### config.mk
export PLATFORM = sky130hd
export DESIGN_NAME = sitt_front
export DESIGN_NICKNAME = d
export VERILOG_FILES = /design/src/sv/stream_id_translation_table_core_defines.svh /design/src/sv/sitt_pkg.sv /design/src/sv/sitt_front.sv
export SDC_FILE = /design/constraint.sdc
export NUM_CORES = 1
export LEC_CHECK = 0
export ABC_AREA = 1
export BUFFER_PORTS_ARGS = -buffer_cell sky130_fd_sc_hd__buf_2
export CAP_MARGIN = 15
export CORE_MARGIN = 4
export CORE_UTILIZATION = 49
export CTS_CLUSTER_DIAMETER = 30
export DETAILED_ROUTE_END_ITERATION = 7
export PLACE_DENSITY = 0.77
export SLEW_MARGIN = 20
export SYNTH_ARGS = -nofsm -noshare
export SYNTH_HDL_FRONTEND = slang
export SYNTH_SLANG_ARGS = --single-unit
### constraint.sdc
create_clock -name clk -period 7 [get_ports clk]
set_input_delay 1.4 -clock clk [delete_from_list [all_inputs] [get_ports clk]]
set_output_delay 1.4 -clock clk [all_outputs]
set_load 0.05 [all_outputs]
### src/sv/stream_id_translation_table_core_defines.svh
// ----------------------------------------------------------------------------
// assertion macros for the stream id translation table
// shared property wrappers, clocked on clk and disabled in reset
// ----------------------------------------------------------------------------
`ifndef STREAM_ID_TRANSLATION_TABLE_CORE_DEFINES_SVH
`define STREAM_ID_TRANSLATION_TABLE_CORE_DEFINES_SVH

// expression holds at every edge out of reset
`define SITT_ASSERT_ALWAYS(label, clk, rst, expr, msg) \
  label: assert property (@(posedge clk) disable iff (rst) (expr)) else $error(msg);

// antecedent at one edge implies consequent at the next
`define SITT_ASSERT_NEXT(label, clk, rst, ante, cons, msg) \
  label: assert property (@(posedge clk) disable iff (rst) (ante) |=> (cons)) else $error(msg);

`endif

### src/sv/sitt_pkg.sv
// ----------------------------------------------------------------------------
// sitt_pkg
// types, codes and the set hash of the stream id translation table
// ----------------------------------------------------------------------------
package sitt_pkg;

  localparam int unsigned BUCKETS     = 64;
  localparam int unsigned WAYS        = 4;
  localparam int unsigned MAX_ENTRIES = 256;
  localparam int unsigned HASH_MUL    = 31;

  localparam int unsigned SET_W  = $clog2(BUCKETS);
  localparam int unsigned WAY_W  = $clog2(WAYS);
  localparam int unsigned SLOT_W = SET_W + WAY_W;
  localparam int unsigned H_W    = 8;
  localparam int unsigned CNT_W  = 9;
  localparam int unsigned FD_W   = 16;
  localparam int unsigned ST_W   = 31;

  localparam logic [2:0] REQ_CREATE   = 3'd0;
  localparam logic [2:0] REQ_LOOK_IN  = 3'd1;
  localparam logic [2:0] REQ_LOOK_OUT = 3'd2;
  localparam logic [2:0] REQ_DESTROY  = 3'd3;
  localparam logic [2:0] REQ_REMOVE   = 3'd4;

  localparam logic [2:0] STAT_OK       = 3'd0;
  localparam logic [2:0] STAT_NOTFOUND = 3'd1;
  localparam logic [2:0] STAT_INVALID  = 3'd2;
  localparam logic [2:0] STAT_DUP_IN   = 3'd3;
  localparam logic [2:0] STAT_DUP_OUT  = 3'd4;
  localparam logic [2:0] STAT_FULL     = 3'd5;

  // classified request word passed from front to back
  typedef struct packed {
    logic [2:0]       op;
    logic             bad;
    logic [FD_W-1:0]  kfd;
    logic [ST_W-1:0]  kst;
    logic [FD_W-1:0]  pfd;
    logic [ST_W-1:0]  pst;
    logic [H_W-1:0]   hin;
    logic [SET_W-1:0] set_k;
    logic [SET_W-1:0] set_p;
  } req_t;

  function automatic logic [SET_W-1:0] hash_set(input logic [FD_W-1:0] fd,
                                                input logic [ST_W-1:0] st);
    logic [FD_W+4:0] prod;
    prod = (FD_W+5)'(fd) * (FD_W+5)'(HASH_MUL);
    return prod[SET_W-1:0] ^ st[SET_W-1:0];
  endfunction

endpackage

### src/sv/sitt_front.sv
// ----------------------------------------------------------------------------
// sitt_front
// accepts request words, checks them and queues them for the back end
// ----------------------------------------------------------------------------
module sitt_front import sitt_pkg::*; (
  input  logic             clk,
  input  logic             rst,
  input  logic             in_valid,
  output logic             in_stall,
  input  logic [2:0]       req_type,
  input  logic [FD_W-1:0]  key_fd,
  input  logic [ST_W-1:0]  key_stream,
  input  logic [FD_W-1:0]  peer_fd,
  input  logic [ST_W-1:0]  peer_stream,
  input  logic [H_W-1:0]   handle_in,
  output logic             q_valid,
  output req_t             q_data,
  input  logic             q_pop
);

  req_t       fifo [2];
  logic       wr_ptr;
  logic       rd_ptr;
  logic [1:0] fill;
  req_t       word;
  logic       push;

  always_comb begin
    word.op    = req_type;
    word.kfd   = key_fd;
    word.kst   = key_stream;
    word.pfd   = peer_fd;
    word.pst   = peer_stream;
    word.hin   = handle_in;
    word.set_k = hash_set(key_fd, key_stream);
    word.set_p = hash_set(peer_fd, peer_stream);
    case (req_type)
      REQ_CREATE:                word.bad = (key_stream == '0) || (peer_stream == '0);
      REQ_LOOK_IN, REQ_LOOK_OUT: word.bad = (key_stream == '0);
      REQ_DESTROY, REQ_REMOVE:   word.bad = 1'b0;
      default:                   word.bad = 1'b1;
    endcase
  end

  assign in_stall = (fill == 2'd2);
  assign push     = in_valid && !in_stall;
  assign q_valid  = (fill != 2'd0);
  assign q_data   = fifo[rd_ptr];

  always_ff @(posedge clk) begin
    if (rst) begin
      wr_ptr <= 1'b0;
      rd_ptr <= 1'b0;
      fill   <= 2'd0;
    end else begin
      if (push) wr_ptr <= !wr_ptr;
      if (q_pop) rd_ptr <= !rd_ptr;
      fill <= fill + 2'(push) - 2'(q_pop);
    end
  end

  always_ff @(posedge clk) begin
    if (push) fifo[wr_ptr] <= word;
  end

endmodule

==> results by group, run 1 <==
Timing
  – Final Skew: 0.01050 ns
  – Worst slew pin tran: 0.8245 ns
  – Setup violations, final: 0
  – Post-route setup TNS: 0 ns
  – Fin crit share: 58.12%
  – Fmax: 245.8 MHz
  – Worst slew margin: 45.03%
  – Hold Fails Final Rpt: 0
  – RSZ-0062 raised after global routing: false
  – Slew Limit Fails: 0
  – Clock period minus final worst setup slack: 4.068 ns

Placed design
  – DP Wirelength: 13050 um
  – Routability Congestion: 0.7739
  – IO Port Bufs: 228

Setup path
  – Setup Crit Path Kind: in2reg
  – Slowest CP cell: fa_1
  – Crit-path cells: buf_2 > inv_1 > fa_1 > inv_1 > fa_1 > inv_1 > fa_1 > inv_1 > ha_1 > a21oi_1 > nand2_1 > nand2_1 > nand2_1 > inv_1 > nand3_1 > nand2_1 > inv_1
  – CP arrival: 4.33 ns
  – Worst-path maximum fanout: 5
  – Worst R2R Start: fill[1]
  – CP Data Required Time: 7.26 ns
  – Reg-to-reg endpoint: fifo[0][103]
  – CP most frequent cell: inv_1
  – CP peak stage delay: 0.58 ns
  – Flop2flop setup slack: 5.28 ns
  – Worst Setup Start Kind: primary input
  – CP endpoint kind: register
  – R2r worst-path depth: 4

Run
  – # Max-Cap Violations: 0

Logic synthesis
  – Main synth FF type: edfxtp_1
  – Yosys reg bits: 241
  – Synthesis Warnings: 0
  – Area leader, netlist: edfxtp_1
  – Top cell type's share of synthesized area: 72.21%
  – Top cells by count, synth: edfxtp_1 (236), mux2_2 (98), nand2_1 (52), nor2_1 (46), inv_1 (32)
  – Avg Cell Area, Syn: 17.28 um2
  – Synth Instances: 568
  – Netlist cell types: 24
  – Sequential share of the synthesized area: 73.23%
  – Post-synth net total: 697
  – Synth top area cells: edfxtp_1 (72%), mux2_2 (11%), mux2_4 (3.1%)
  – Syn Std Cell Area: 9814 um2
  – Count leader, synth: edfxtp_1
  – FFs w/ async S/R, synth: 0%
  – Post-synth EDFFs: 236

Global routing
  – First-pass GRT wire length: 29640 um
  – Gr ovfl total: 0
  – Initial antenna violation count: 2
  – Pin count of the biggest net entering global routing: 61
  – Total Routing Usage GR: 17.00%
  – Vias in the first global route: 5840

Route
  – Via Count: 5582
  – Detail Route Antenna Nets: 0
  – Routed vias/inst: 4.892
  – # DRC: 0
  – DR pass1 iterations: 4
  – Initial DRC count: 196
  – Routed len/inst: 16.88 um
  – Total Wirelength: 19260 um

Power
  – P_leak: 5.102 nW
  – Power per Cell Area: 382.0 nW/um2
  – VDD IR max: 253.3 uV
  – Tot Pwr: 4.904 mW

Floorplanning
  – Die width: 149.5 um
  – Core Footprint: 19590 um2
  – Core Rows: 51
  – Die Y: 149.5 um
  – Die area: 22360 um2
  – Initial core utilization: 50.10%
  – IO Count: 229

CTS
  – CTS max path bufs: 3
  – TritonCTS Buffers: 47
  – Hold_buf cts: 0
  – Clk sinks: 241
  – Post-CTS sizing: 0
  – Clock Latency Late Sink: 0.51 ns
  – CTS tree: yes
  – Reg clk slew, reported paths: 0.05 ns
  – Max H-tree Level: 2
  – CTS Root Cell: clkbuf_16
  – Post-CTS setup buffer count: 0

Hold path
  – Worst hold path endpoint: rd_ptr
  – Hold Path Origin: rd_ptr
  – Hold Crit Depth: 2
  – Worst Hold Class: reg2reg

Final layout
  – Area growth, synth to finish: 30.80%
  – Layout cells sized above 1: 49.37%
  – Final core occ: 65.53%
  – Layout net count: 967

Outcome
  – Outcome: finished, final reports clean
## worst max-delay path, delay by kind of cell
kind,cells,cell delay (ns)
AND/OR/NAND/NOR,5,0.30
AO/OA/AOI/OAI,1,0.21
buffers and inverters,7,0.47
adder cells (fa/ha/maj),4,1.93
## worst max path at each step
| stage | start | to | slack, ns | depth (start not counted) |
|---|---|---|---|---|
| floorplan | in_valid | fifo[0][0] | 0.02 | 2 |
| global placement | peer_fd[0] | fifo[0][5] | 2.48 | 17 |
| detailed placement | peer_fd[0] | fifo[0][5] | 2.41 | 17 |
| CTS | peer_fd[0] | fifo[0][5] | 2.95 | 17 |
| global route | peer_fd[0] | fifo[0][5] | 2.71 | 17 |
| finish | peer_fd[0] | fifo[0][5] | 2.93 | 17 |
## logic make-up after synthesis
family | Yosys count | share of synthesized area, %
flops | 241 | 73.23
mux | 118 | 14.30
compound gates | 5 | 0.2931
simple gates | 118 | 4.998
xor+xnor | 21 | 1.874
fa+ha+maj | 20 | 3.162
buf+inv | 45 | 2.142
## layout by cell type (no fill, tap or decap)
cell type	netlist	routed
or2_2	1	1
inv_6	0	3
nor3_1	1	1
nand3_1	6	6
clkinv_2	0	7
inv_1	32	32
buf_2	9	228
dfxtp_4	0	1
nand3b_1	3	3
ha_1	12	12
mux2_2	98	98
o21ai_0	1	1
nor2_4	0	2
and2_1	1	1
nor2_1	46	44
and2_0	1	1
mux2_4	20	20
nor3b_1	2	2
bufinv_16	0	5
fa_1	8	8
a21oi_1	3	3
o21ai_2	1	1
clkbuf_16	0	49
dfxtp_1	5	4
nand4_1	5	5
diode_2	0	1
clkinv_1	0	8
edfxtp_1	236	236
clkbuf_1	0	3
inv_8	0	2
nand2_1	52	52
clkinv_4	0	4
xor2_1	11	11
clkinvlp_4	0	5
xnor2_1	10	10
buf_4	0	6
## flip-flops by register name, summed over array words and instances (netlist names), named ones only
signal and flops:
wr_ptr 1, fifo 236, rd_ptr 1, fill 2
## per-stage QoR
stage          hold WS [ns]  worst slack (ns)  std cells  cell area, um2
6_report             0.5131             2.932       1141           12840
5_1_grt              0.5533             2.712       1141           12840
4_1_cts              0.5229             2.954       1140           12830
3_5_place_dp         0.5105             2.414       1054           11260
3_3_place_gp         0.4989             2.478       1054           11260
2_1_floorplan        0.4799           0.02012        568            9817
## area by class of cell
class	instances	area, um2
Sequential cell	241	7191
Fill cell	1426	6753
Multi-Input combinational cell	282	2432
Clock buffer	52	1237
Timing Repair Buffer	234	1186
Clock inverter	34	336.6
Tap cell	265	331.6
Inverter	32	120.1
Antenna cell	1	2.502
## power by group
group	switching [mW]	leakage (nW)	internal, mW
Combinational	0.670	2.10	0.265
Clock	0.699	0.761	1.46
Sequential	0.0332	2.24	1.78
## routing by layer
metal	global-route usage (%)	share of wire, %	vias up
met5	0	0.10	-
li1	-	-	2657
met1	19.74	38	2683
met3	6.087	8.5	46
met2	28.98	51	194
met4	6.590	2.8	2
(Power assumes the default switching activity.)
==> inputs of run 2 (changes only) <==
--- a/config.mk
+++ b/config.mk
@@ -9,10 +9,10 @@
 export BUFFER_PORTS_ARGS = -buffer_cell sky130_fd_sc_hd__buf_2
 export CAP_MARGIN = 15
 export CORE_MARGIN = 4
-export CORE_UTILIZATION = 49
+export CORE_UTILIZATION = 54
 export CTS_CLUSTER_DIAMETER = 30
 export DETAILED_ROUTE_END_ITERATION = 7
-export PLACE_DENSITY = 0.77
+export PLACE_DENSITY = 0.8
 export SLEW_MARGIN = 20
 export SYNTH_ARGS = -nofsm -noshare
 export SYNTH_HDL_FRONTEND = slang
==> constraint.sdc (replaced) <==
create_clock -name clk -period 4.24 [get_ports clk]
set_input_delay 0.848 -clock clk [delete_from_list [all_inputs] [get_ports clk]]
set_output_delay 0.848 -clock clk [all_outputs]
set_load 0.05 [all_outputs]
==> run 2 against run 1 <==
Flip-flop and latch count unchanged. Largest power group unchanged. Sequential share of layout area up 0.74 points. Clock skew up 0.012 ns. Clock-buffer cell count down 4. First-iteration DRC count up 1.5%.
==> results by group, run 2 (synthesized netlist as in run 1, its figures left out) <==
Timing
  – Hold Fails Final Rpt: 0 (unchanged)
  – Slew Limit Fails: 0 (unchanged)
  – Post-route setup TNS: 0 ns (unchanged)
  – Worst slew margin: 42.97% (-2.1 points)
  – Final Skew: 0.02280 ns (+0.01229 ns)
  – Worst slew pin tran: 0.8555 ns (+0.03092 ns)
  – Setup violations, final: 0 (unchanged)
  – Clock period minus final worst setup slack: 3.659 ns
  – RSZ-0062 raised after global routing: false
  – Fin crit share: 86.29%
  – Fmax: 273.3 MHz

Floorplanning
  – Core Footprint: 17900 um2 (-8.6%)
  – IO Count: 229 (unchanged)
  – Die area: 20400 um2 (-8.8%)
  – Die Y: 142.8 um (-4.5%)
  – Die width: 142.8 um (-4.5%)
  – Core Rows: 49 (-3.9%)
  – Initial core utilization: 54.82% (+4.7 points)

Hold path
  – Hold Crit Depth: 1 (-1)
  – Hold Path Origin: handle_in[1]
  – Worst hold path endpoint: fifo[1][13]
  – Worst Hold Class: in2reg

CTS
  – Hold_buf cts: 0 (unchanged)
  – CTS Root Cell: clkbuf_16
  – CTS tree: yes
  – CTS max path bufs: 3 (unchanged)
  – TritonCTS Buffers: 43 (-8.5%)
  – Clock Latency Late Sink: 0.51 ns (about the same)
  – Max H-tree Level: 2 (unchanged)
  – Post-CTS sizing: 0 (unchanged)
  – Post-CTS setup buffer count: 0 (unchanged)
  – Reg clk slew, reported paths: 0.04 ns (about the same)
  – Clk sinks: 241 (unchanged)

Power
  – Internal Power: 5.612 mW (+60%)
  – Net Switching: 2.256 mW (+61%)
  – Sw Ratio: 28.67% (+0.061 points)
  – P_leak: 5.034 nW (-1.3%)
  – Seq pwr share: 38.3% (+1.4 points)
  – Clk pwr share: 42.0% (-2.0 points)
  – Power per Cell Area: 621.0 nW/um2 (+63%)
  – Comb pwr share: 19.8% (+0.7 points)
  – VDD IR max: 397.4 uV (+57%)

Final layout
  – Fillers: 1165 (-18%)
  – Area growth, synth to finish: 29.11%
  – Layout net count: 962 (-0.52%)
  – Largest register FFs: 236 (unchanged)
  – Commonest non-fill, non-tap cell in the layout: edfxtp_1
  – Most flops, register: fifo
  – FF/Latch Area: 7191 um2 (unchanged)
  – Layout cells sized above 1: 49.02% (-0.36 points)
  – Antenna Cells: 0 (-1)
  – Multi-input logic area: 2432 um2 (unchanged)
  – Top Registers: fifo (236), fill (2)
  – Final core occ: 70.78% (+5.2 points)
  – Most frequent cells in the layout: edfxtp_1 (236), buf_2 (228), mux2_2 (98)

Setup path
  – Worst-path maximum fanout: 5 (unchanged)
  – CP Data Required Time: 4.48 ns (-2.78 ns)
  – CP endpoint kind: register
  – Flop2flop setup slack: 2.14 ns (-3.14 ns)
  – Worst R2R Start: fill[0]
  – Setup Crit Path Kind: in2reg
  – CP arrival: 3.90 ns (-0.43 ns)
  – R2r worst-path depth: 3 (-1)
  – Worst Setup Start Kind: primary input
  – Reg-to-reg endpoint: fifo[1][85]

Route
  – Max Used Layer: met4
  – Detail Route Antenna Nets: 0 (unchanged)
  – Routed vias/inst: 5.173 (+5.7%)
  – Via Count: 5649 (+1.2%)
  – Routed len/inst: 18.46 um (+9.3%)
  – Post-Route M1 WL: 7522 um (+3.1%)
  – Met2 wire length: 10760 um (+10%)
  – Initial DRC count: 199 (+1.5%)
  – # DRC: 0 (unchanged)
  – DR pass1 iterations: 4 (unchanged)
  – Total Wirelength: 20150 um (+4.6%)
  – Met3 wire len: 1185 um (-28%)

Global routing
  – Gr ovfl total: 0 (unchanged)
  – First-pass GRT wire length: 30820 um (+4.0%)
  – Pin count of the biggest net entering global routing: 97 (+59%)
  – Total Routing Usage GR: 19.28% (+2.3 points)
  – Vias in the first global route: 6061 (+3.8%)
  – Initial antenna violation count: 0 (-2)

Placed design
  – IO Port Bufs: 228 (unchanged)
  – Routability Congestion: 0.8390 (+8.4%)
  – DP Wirelength: 13470 um (+3.2%)

Run
  – # Max-Cap Violations: 0 (unchanged)

Outcome
  – Outcome: finished, final reports clean
==> run 2: critical path: stages <==
cell and delay (ns):
buf_2 0.13, inv_1 0.07, fa_1 0.53, inv_1 0.06
fa_1 0.58, inv_1 0.08, fa_1 0.54, inv_1 0.05
ha_1 0.34, a21oi_1 0.26, nand3b_1 0.12, nand2_1 0.10
nand3b_1 0.11, nand2_1 0.07
==> run 2: power groups by stage <==
stage          combinational (mW)  sequential, mW  clock (mW)
6_report                     1.56            3.01        3.30
5_1_grt                      1.65            3.03        3.48
4_1_cts                      1.57            3.01        3.36
3_5_place_dp                 1.56            3.05           0
3_3_place_gp                 1.52            3.03           0
2_1_floorplan                1.20            3.02           0
==> run 2: worst max-delay path by stage <==
| stage | startpoint | cells past startpoint | end | slack (ns) |
|---|---|---|---|---|
| 2_1_floorplan | peer_fd[0] | 16 | fifo[0][5] | 0.50 |
| 3_3_place_gp | peer_fd[0] | 17 | fifo[0][5] | 0.28 |
| 3_5_place_dp | peer_fd[0] | 17 | fifo[0][5] | 0.12 |
| 4_1_cts | key_fd[0] | 14 | fifo[1][11] | 0.64 |
| 5_1_grt | peer_fd[0] | 17 | fifo[1][5] | 0.43 |
| 6_report | key_fd[0] | 14 | fifo[1][11] | 0.58 |
==> run 2: metrics by stage <==
step	total power [mW]	instance area, um2	hold slack, ns	setup WS [ns]	cells
2_1_floorplan	4.221	9829	0.4799	0.5030	568
3_3_place_gp	4.553	11260	0.4982	0.2810	1017
3_5_place_dp	4.611	11260	0.5058	0.1177	1017
4_1_cts	7.938	12670	0.5217	0.6378	1092
5_1_grt	8.153	12670	0.5277	0.4258	1092
6_report	7.868	12670	0.5388	0.5811	1092
==> run 2: final cells by class <==
type	instances	area share, %
clock buffer	48	8.719
multi-input combinational	282	19.20
tap	229	2.261
inverter	32	0.9480
sequential	241	56.75
timing repair buffer	233	9.697
clock inverter	27	2.429
==> run 2: routing by layer <==
layer	vias up	global-route usage (%)
li1	2637	-
met1	2751	22.39
met2	203	34.77
met3	58	3.918
met4	0	8.154
met5	-	0
